$ cat src/rtl/core/assert_macros.svh
// Assertion helpers shared by the RTL; each use expects clk and rst in scope.
`ifndef ASSERT_MACROS_SVH
`define ASSERT_MACROS_SVH

// Property checked at every rising clk edge outside reset.
`define ASSERT_CLK(label, prop, msg) \
  label: assert property (@(posedge clk) disable iff (rst) prop) else $error(msg);

// Condition that must never be seen outside reset.
`define ASSERT_NEVER(label, cond, msg) `ASSERT_CLK(label, !(cond), msg)

`endif

$ cat src/rtl/core/gfide_pkg.sv
// ----------------------------------------------------------------------------
// gfide_pkg
// Types, constants and GF(2^8) helpers for the dispersal encoder.
// ----------------------------------------------------------------------------
package gfide_pkg;

  localparam int ROW_REGS  = 5;   // coefficient row registers
  localparam int ROW_W     = 24;  // bits per row register
  localparam int CFG_IDX_W = 3;   // configuration index width

  // reduction polynomial x^8+x^6+x^5+x^4+1
  localparam logic [8:0] GF_POLY = 9'h171;

  localparam logic [ROW_W-1:0] ROW_RESET [ROW_REGS] = '{
    24'h313332, 24'h313131, 24'h323331, 24'h323233, 24'h323333
  };

  typedef logic [7:0] byte_t;

  // group bookkeeping that travels with the bytes of a finished group
  typedef struct packed {
    logic       last;     // group closed by end_of_stream
    logic [1:0] excess;   // byte count mod group size
  } grp_tag_t;

  // one share byte transaction
  typedef struct packed {
    logic [2:0] share_index;
    byte_t      share_byte;
    logic       group_last;
    logic       stream_done;
    logic [1:0] excess;
  } result_t;

  // carry-less multiply reduced by GF_POLY, shift-and-add form
  function automatic byte_t gf_mul(byte_t a, byte_t b);
    logic [8:0] x;
    byte_t      r;
    x = {1'b0, a};
    r = '0;
    for (int k = 0; k < 8; k++) begin
      if (b[k]) r = r ^ x[7:0];
      x = {x[7:0], 1'b0};
      if (x[8]) x = x ^ GF_POLY;
    end
    return r;
  endfunction

  // coefficient byte of a row; slot 0 is bits 7:0, slots past 23:16 are zero
  function automatic byte_t coeff_pick(logic [ROW_W-1:0] row, int slot);
    byte_t c;
    case (slot)
      0:       c = row[7:0];
      1:       c = row[15:8];
      2:       c = row[23:16];
      default: c = '0;
    endcase
    return c;
  endfunction

endpackage

$ cat src/rtl/core/gf256_information_dispersal_encoder.sv
// Path: a group enters the group queue when the byte that closes it is taken; its share
// bytes follow through the result queue one per cycle while the result queue is not full.
// Throughput: one source byte per cycle in bursts while the group queue is not full;
// sustained, the single share datapath gives SHARE_COUNT results per group.
// Reset (rst, synchronous): empties both queues, clears the group position and
// the share counter, and loads the coefficient rows with their defaults.
// ----------------------------------------------------------------------------
// gf256_information_dispersal_encoder
// GF(2^8) information dispersal encoder: byte groups in, share bytes out.
// ----------------------------------------------------------------------------
module gf256_information_dispersal_encoder import gfide_pkg::*; #(
  parameter int SHARE_COUNT = 5,
  parameter int GROUP_SIZE  = 3
) (
  input  logic                 clk,
  input  logic                 rst,
  input  logic                 push,
  output logic                 full,
  input  logic [7:0]           data_byte,
  input  logic                 end_of_stream,
  output logic                 empty,
  input  logic                 pop,
  output logic [2:0]           share_index,
  output logic [7:0]           share_byte,
  output logic                 group_last,
  output logic                 stream_done,
  output logic [1:0]           excess,
  input  logic                 cfg_valid,
  output logic                 cfg_ready,
  input  logic [CFG_IDX_W-1:0] cfg_index,
  input  logic [ROW_W-1:0]     cfg_data
);

  localparam int GRP_W = GROUP_SIZE * 8 + $bits(grp_tag_t);

  logic                   g_push;
  byte_t [GROUP_SIZE-1:0] g_bytes_in;
  grp_tag_t               g_tag_in;
  logic                   g_full;
  logic                   g_pop;
  logic                   g_empty;
  logic [GRP_W-1:0]       g_rdata;
  byte_t [GROUP_SIZE-1:0] g_bytes_out;
  grp_tag_t               g_tag_out;
  logic                   r_push;
  logic                   r_full;
  result_t                r_in;
  result_t                r_out;

  assign cfg_ready = 1'b1;

  gfide_front #(.GROUP_SIZE(GROUP_SIZE)) u_front (
    .clk           (clk),
    .rst           (rst),
    .push          (push),
    .data_byte     (data_byte),
    .end_of_stream (end_of_stream),
    .full          (full),
    .grp_push      (g_push),
    .grp_bytes     (g_bytes_in),
    .grp_tag       (g_tag_in),
    .grp_full      (g_full)
  );

  // queue of finished groups between gather and share stages
  gfide_fifo #(.WIDTH(GRP_W)) u_grp_q (
    .clk   (clk),
    .rst   (rst),
    .push  (g_push),
    .wdata ({g_bytes_in, g_tag_in}),
    .full  (g_full),
    .pop   (g_pop),
    .rdata (g_rdata),
    .empty (g_empty)
  );

  assign {g_bytes_out, g_tag_out} = g_rdata;

  gfide_back #(.SHARE_COUNT(SHARE_COUNT), .GROUP_SIZE(GROUP_SIZE)) u_back (
    .clk       (clk),
    .rst       (rst),
    .cfg_valid (cfg_valid),
    .cfg_index (cfg_index),
    .cfg_data  (cfg_data),
    .grp_empty (g_empty),
    .grp_bytes (g_bytes_out),
    .grp_tag   (g_tag_out),
    .grp_pop   (g_pop),
    .res_push  (r_push),
    .res       (r_in),
    .res_full  (r_full)
  );

  // result queue drives the output ports
  gfide_fifo #(.WIDTH($bits(result_t))) u_res_q (
    .clk   (clk),
    .rst   (rst),
    .push  (r_push),
    .wdata (r_in),
    .full  (r_full),
    .pop   (pop),
    .rdata (r_out),
    .empty (empty)
  );

  assign share_index = r_out.share_index;
  assign share_byte  = r_out.share_byte;
  assign group_last  = r_out.group_last;
  assign stream_done = r_out.stream_done;
  assign excess      = r_out.excess;

endmodule

$ cat src/rtl/core/gfide_fifo.sv
// ----------------------------------------------------------------------------
// gfide_fifo
// Two-entry register queue; decouples the gather and share stages and buffers the results.
// ----------------------------------------------------------------------------
`include "assert_macros.svh"

module gfide_fifo #(
  parameter int WIDTH = 8
) (
  input  logic             clk,
  input  logic             rst,
  input  logic             push,
  input  logic [WIDTH-1:0] wdata,
  output logic             full,
  input  logic             pop,
  output logic [WIDTH-1:0] rdata,
  output logic             empty
);

  logic [WIDTH-1:0] mem [2];
  logic             wptr;
  logic             rptr;
  logic [1:0]       cnt;
  logic             do_push;
  logic             do_pop;

  assign full    = (cnt == 2'd2);
  assign empty   = (cnt == 2'd0);
  assign do_push = push && !full;
  assign do_pop  = pop && !empty;
  assign rdata   = mem[rptr];

  // pointers and fill count
  always_ff @(posedge clk) begin
    if (rst) begin
      wptr <= 1'b0;
      rptr <= 1'b0;
      cnt  <= 2'd0;
    end else begin
      if (do_push) wptr <= !wptr;
      if (do_pop)  rptr <= !rptr;
      case ({do_push, do_pop})
        2'b10:   cnt <= cnt + 2'd1;
        2'b01:   cnt <= cnt - 2'd1;
        default: cnt <= cnt;
      endcase
    end
  end

  // storage
  always_ff @(posedge clk) begin
    if (do_push) mem[wptr] <= wdata;
  end

  `ASSERT_NEVER(a_fifo_overfill, cnt == 2'd3, "fifo count beyond depth")
  `ASSERT_CLK(a_fifo_fill, (empty && push) |=> !empty, "push into empty fifo lost")

endmodule

$ cat src/rtl/core/gfide_front.sv
// ----------------------------------------------------------------------------
// gfide_front
// Gathers source bytes into groups, zero pads a group closed early and
// tags it with end-of-stream and the byte count mod group size.
// ----------------------------------------------------------------------------
`include "assert_macros.svh"

module gfide_front import gfide_pkg::*; #(
  parameter int GROUP_SIZE = 3
) (
  input  logic                       clk,
  input  logic                       rst,
  input  logic                       push,
  input  byte_t                      data_byte,
  input  logic                       end_of_stream,
  output logic                       full,
  output logic                       grp_push,
  output byte_t [GROUP_SIZE-1:0]     grp_bytes,
  output grp_tag_t                   grp_tag,
  input  logic                       grp_full
);

  localparam int PW = $clog2(GROUP_SIZE);
  localparam int FW = $clog2(GROUP_SIZE + 1);

  byte_t          held [GROUP_SIZE-1];
  logic [PW-1:0]  pos;
  logic [FW-1:0]  filled;
  logic           accept;
  logic           closing;

  assign full    = grp_full;
  assign accept  = push && !grp_full;
  assign filled  = FW'(pos) + FW'(1);
  assign closing = (pos == PW'(GROUP_SIZE - 1)) || end_of_stream;
  assign grp_push = accept && closing;

  // assemble the group: held bytes, the new byte, zeros after it
  always_comb begin
    for (int j = 0; j < GROUP_SIZE; j++) begin
      grp_bytes[j] = (pos == PW'(j)) ? data_byte : '0;
    end
    for (int j = 0; j < GROUP_SIZE - 1; j++) begin
      if (PW'(j) < pos) grp_bytes[j] = held[j];
    end
    grp_tag.last   = end_of_stream;
    grp_tag.excess = end_of_stream && (filled != FW'(GROUP_SIZE)) ? 2'(filled) : 2'd0;
  end

  // group position
  always_ff @(posedge clk) begin
    if (rst) begin
      pos <= '0;
    end else if (accept) begin
      pos <= closing ? '0 : pos + PW'(1);
    end
  end

  // byte hold registers
  always_ff @(posedge clk) begin
    if (accept && !closing) begin
      for (int j = 0; j < GROUP_SIZE - 1; j++) begin
        if (pos == PW'(j)) held[j] <= data_byte;
      end
    end
  end

  `ASSERT_CLK(a_front_restart, (accept && closing) |=> (pos == '0), "group not restarted")

endmodule

$ cat src/rtl/core/gfide_back.sv
// ----------------------------------------------------------------------------
// gfide_back
// Holds the coefficient rows and walks the shares of a queued group,
// one GF(2^8) dot product per cycle while the result queue is not full.
// ----------------------------------------------------------------------------
`include "assert_macros.svh"

module gfide_back import gfide_pkg::*; #(
  parameter int SHARE_COUNT = 5,
  parameter int GROUP_SIZE  = 3
) (
  input  logic                   clk,
  input  logic                   rst,
  input  logic                   cfg_valid,
  input  logic [CFG_IDX_W-1:0]   cfg_index,
  input  logic [ROW_W-1:0]       cfg_data,
  input  logic                   grp_empty,
  input  byte_t [GROUP_SIZE-1:0] grp_bytes,
  input  grp_tag_t               grp_tag,
  output logic                   grp_pop,
  output logic                   res_push,
  output result_t                res,
  input  logic                   res_full
);

  logic [ROW_W-1:0] rows [ROW_REGS];
  logic [ROW_W-1:0] row;
  logic [2:0]       cnt;
  logic             last_share;
  logic             fire;
  byte_t            acc;

  assign last_share = (cnt == 3'(SHARE_COUNT - 1));
  assign fire       = !grp_empty && !res_full;
  assign grp_pop    = fire && last_share;
  assign res_push   = fire;

  // coefficient row of the current share; shares past the registers are zero
  always_comb begin
    row = '0;
    for (int r = 0; r < ROW_REGS; r++) begin
      if (cnt == 3'(r)) row = rows[r];
    end
  end

  // dot product over the group
  always_comb begin
    acc = '0;
    for (int j = 0; j < GROUP_SIZE; j++) begin
      acc = acc ^ gf_mul(coeff_pick(row, GROUP_SIZE - 1 - j), grp_bytes[j]);
    end
  end

  always_comb begin
    res.share_index = cnt;
    res.share_byte  = acc;
    res.group_last  = last_share;
    res.stream_done = grp_tag.last;
    res.excess      = grp_tag.last ? grp_tag.excess : 2'd0;
  end

  // share counter
  always_ff @(posedge clk) begin
    if (rst) begin
      cnt <= '0;
    end else if (fire) begin
      cnt <= last_share ? '0 : cnt + 3'd1;
    end
  end

  // coefficient registers; unknown indexes are ignored
  always_ff @(posedge clk) begin
    if (rst) begin
      for (int r = 0; r < ROW_REGS; r++) rows[r] <= ROW_RESET[r];
    end else if (cfg_valid) begin
      for (int r = 0; r < ROW_REGS; r++) begin
        if (cfg_index == CFG_IDX_W'(r)) rows[r] <= cfg_data;
      end
    end
  end

  `ASSERT_CLK(a_back_range, cnt <= 3'(SHARE_COUNT - 1), "share counter out of range")
  `ASSERT_CLK(a_back_idle, grp_empty |-> (cnt == '0), "share walk without a group")

endmodule
$ cat config.mk
export PLATFORM = sky130hd
export DESIGN_NAME = gf256_information_dispersal_encoder
export DESIGN_NICKNAME = d
export VERILOG_FILES = /design/src/rtl/core/gfide_pkg.sv /design/src/rtl/core/gf256_information_dispersal_encoder.sv /design/src/rtl/core/gfide_fifo.sv /design/src/rtl/core/gfide_front.sv /design/src/rtl/core/gfide_back.sv
export VERILOG_INCLUDE_DIRS = /design/src /design/src/rtl/core
export SDC_FILE = /design/constraint.sdc
export NUM_CORES = 1
export LEC_CHECK = 0
export BUFFER_PORTS_ARGS = -buffer_cell sky130_fd_sc_hd__buf_2
export CORE_MARGIN = 5
export CORE_UTILIZATION = 35
export CTS_BUF_LIST = sky130_fd_sc_hd__clkbuf_4
export CTS_CLUSTER_DIAMETER = 120
export CTS_CLUSTER_SIZE = 28
export DETAILED_ROUTE_END_ITERATION = 8
export GPL_ROUTABILITY_DRIVEN = 1
export REMOVE_ABC_BUFFERS = 1
export SLEW_MARGIN = 15
export SYNTH_ARGS = -nofsm -noshare
export SYNTH_HDL_FRONTEND = slang
export SYNTH_SLANG_ARGS = --single-unit
$ cat constraint.sdc
create_clock -name clk -period 11.7 [get_ports clk]
set_input_delay 1.755 -clock clk [delete_from_list [all_inputs] [get_ports clk]]
set_output_delay 1.755 -clock clk [all_outputs]
set_load 0.005 [all_outputs]
==> impl_metrics.py <==
metrics = {
    "yosys": {
        "yosys.area.top_type": "edfxtp_1",
        "ys.warnings.count": 0,
        "synth-edff-count": 220,
        "synth_top_cell_area_share_pct": 49.5,
        "synthSimpleGateAreaFrac_pct": 12.1,
        "synthesis.area_um2": 13300,
        "ys_ff_latch": 235,
        "synth_top_family_by_area": "XOR/XNOR gates",
        "yosysSeqAreaShare_pct": 51.8,
        "syn_inst": 1127,
        "synth_compound_area_share_pct": 8.15,
        "yosysUniqueCellTypes": 65,
        "synth_fa_ha_area_share_pct": 0.938,
        "ys_top_cells_by_area": "edfxtp_1 50%, xnor2_1 11%, nor2_1 5.0%, xnor3_1 4.1%, xor2_1 2.9%",
        "ys.flop_type": "edfxtp_1",
        "synth.avg_cell_area_um2": 11.8,
        "synthXorXnorAreaFrac_pct": 18.9,
        "synth.area.mux_share_pct": 5.18,
        "async_reset_ff_share_pct": 0,
    },
    "clock_tree": {
        "cts_tree": "built",
        "numClockSinks": 235,
        "cts_root_buf": "clkbuf_4",
        "clk_pin_slew_ns": 0.26,
        "htree_levels": 1,
        "clock_latency_ns": 0.67,
        "cts_setup_buffers": 0,
        "cts_inserted_buffers": 12,
        "cts_max_path_buffers": 3,
        "cts_resized": 0,
        "cts_hold_buf": 0,
    },
    "worst_setup_path": {
        "crit_path_end_kind": "register",
        "slowest_stage": "a221oi_4",
        "path_depth": 13,
        "cp_common_cell": "xnor3_1",
        "slowest_delay_ns": 0.86,
        "worst-path-buf-inv": 3,
        "cp_cell_sequence": "inv_1, ha_1, buf_4, nand2_2, inv_4, a221oi_4, xnor3_1, xor2_1, mux2i_1, xnor2_1, xnor3_1, xnor3_1, xnor3_1",
        "cp_data_required_time_ns": 12.15,
        "cpLargestDelayFamily": "XOR/XNOR gates",
        "critPathLaunchType": "register",
        "crit_type": "register to register",
        "cp_max_fo": 27,
        "crit_arrival_ns": 5.62,
        "r2r_cells": 13,
    },
    "sta": {
        "skew_ns": 0.0171,
        "finalHoldViolCount": 0,
        "min_period_ns": 5.17,
        "worst_pin_slew_ns": 1.10,
        "tns_ns": 0,
        "setup_viol": 0,
        "slew_headroom_pct": 24.4,
        "fin_crit_sh_pct": 44.2,
        "rsz0062_at_grt": "no",
        "fin_ws_ns": 6.53,
        "slew_violations": 0,
        "fmax_mhz": 193,
    },
    "place": {
        "io_buffers": 57,
        "hpwlAfterDp_um": 23400,
        "pre_cts_ws_ns": 6.56,
        "gp_congestion": 0.910,
    },
    "die": {
        "die_area_um2": 42100,
        "die_w_um": 205,
        "io-pin-count": 59,
        "rows": 71,
        "die_y_um": 205,
        "fp.coreArea_um2": 37700,
        "start_util_pct": 35.4,
    },
    "outcome": {
        "status": "complete, no violations",
    },
    "global_routing": {
        "antenna_found_initial": 2,
        "track_usage_pct": 15.8,
        "grt_overflow_total": 0,
        "grt_pass1_wl_um": 51000,
        "grt_max_degree": 38,
        "grt_pass1_vias": 8325,
    },
    "route": {
        "vias_per_cell": 5.00,
        "ant_nets": 0,
        "vias": 8444,
        "wl_per_cell_um": 19.8,
        "drt_drc_violations_left": 0,
        "drt-total-wl_um": 33400,
        "drtIter0Drc": 790,
        "first_pass_iters": 5,
    },
    "power_and_ir_drop": {
        "leakage_nw": 5.10,
        "p_per_area_nw_per_um2": 274,
        "power.total_mw": 3.93,
        "ir_worst_vdd_mv": 0.193,
    },
    "final_layout": {
        "fin_util_pct": 38.1,
        "syn_to_final_growth_pct": 7.57,
        "seqCellArea_um2": 6910,
        "n_fill_cell": 3742,
        "multi_input_area_um2": 6050,
        "layout.nets": 1222,
        "drive_above_1_share_pct": 13.8,
    },
    "run": {
        "maxCapViolCount": 0,
    },
    "worst_hold_path": {
        "holdPathStages": 2,
        "hp-class": "register to register",
    },
}
-- per-stage QoR --
step	std cells	instance area, um2	hold WS, ns
after floorplan	1077	13100	0.465
after global placement	1668	14200	0.485
after detailed placement	1668	14200	0.498
after CTS	1688	14300	0.527
after global routing	1689	14400	0.569
final	1690	14400	0.522
-- worst register-to-register path, delay by kind of cell (launching register included) --
kind                     cells  cell delay (ns)
flip-flops                   1             0.50
AO/OA/AOI/OAI                1             0.87
adder cells (fa/ha/maj)      1             0.21
XOR/XNOR                     6             1.98
buffers and inverters        3             0.63
AND/OR/NAND/NOR              1             0.51
multiplexers                 1             0.28
-- sequential cells by signal, indices dropped and copies added (netlist names), 2 cells and up, named ones only --
| register | flops |
|---|---|
| u_back.cnt | 3 |
| u_back.rows | 120 |
| u_front.held | 16 |
| u_front.pos | 2 |
| u_grp_q.cnt | 2 |
| u_grp_q.mem | 54 |
| u_res_q.cnt | 2 |
| u_res_q.mem | 30 |
-- cells in the final DEF (no fill, tap or decap), drive strengths merged, types with 6 or more instances in the layout --
master and count:
o21ai 20, inv 34, a221oi 19, a221o 12, nand2b 17, dfxtp 15
nor2 181, xnor3 24, nand3 8, nor2b 8, nor3 7, nand2 65
mux2 32, ha 10, edfxtp 220, and2 30, o22ai 6, a21oi 35
and3 13, nand3b 13, mux2i 33, clkbuf 17, xnor2 176, buf 80
xor2 46
-- where the power goes --
group / switching [mW] / internal, mW / total (mW)
combinational: 1.17 / 1.27 / 2.43
sequential: 0.0246 / 1.17 / 1.19
clock: 0.240 / 0.0701 / 0.310
-- worst paths after layout --
path,slack [ns],start,end
worst min register to register,0.52,u_grp_q.cnt[1],u_grp_q.cnt[1]
worst min-delay path,0.52,u_grp_q.cnt[1],u_grp_q.cnt[1]
worst max-delay path,6.53,u_back.cnt[0],u_res_q.mem[0][9]
worst max register to register,6.53,u_back.cnt[0],u_res_q.mem[0][9]
-- per-layer routing --
| metal | wire length (um) | vias to the layer above | track usage (%) |
|---|---|---|---|
| met5 | 13 | - | 0 |
| met4 | 711 | 2 | 3.54 |
| met3 | 1770 | 46 | 1.80 |
| met2 | 16000 | 240 | 26.2 |
| met1 | 15000 | 4135 | 22.5 |
| li1 | - | 4021 | - |
-- cell usage after synthesis, types with 7 or more instances --
| master | instances |
|---|---|
| nor3_1 | 7 |
| xnor3_1 | 24 |
| nand2_1 | 64 |
| o21ai_0 | 19 |
| inv_1 | 33 |
| and2_1 | 30 |
| a221o_1 | 12 |
| edfxtp_1 | 220 |
| nand3_1 | 8 |
| mux2i_1 | 33 |
| nor2b_1 | 7 |
| a21oi_1 | 35 |
| clkbuf_1 | 23 |
| mux2_2 | 32 |
| and3_1 | 13 |
| dfxtp_1 | 15 |
| a221oi_1 | 8 |
| xnor2_1 | 173 |
| nand2b_1 | 17 |
| buf_2 | 19 |
| xor2_1 | 44 |
| ha_1 | 10 |
| nand3b_1 | 13 |
| nor2_1 | 179 |
-- final cells by class --
type,count,share of cell area [%]
Multi-Input combinational cell,806,42.2
Clock inverter,3,0.174
Tap cell,511,4.45
Timing Repair Buffer,80,3.19
Inverter,36,0.959
Antenna cell,2,0.0349
Sequential cell,235,48.1
Clock buffer,17,0.889
-- logic make-up (layout without fill, tap and decap cells) --
group                    count (synthesis)  after routing
multiplexers                            65             65
AND/OR/NAND/NOR                        352            352
other                                    1              3
AO/OA/AOI/OAI                          132            132
buffers and inverters                   86            136
adder cells (fa/ha/maj)                 10             10
flip-flops                             235            235
XOR/XNOR                               246            246
Power figures use the tool's default switching activity.
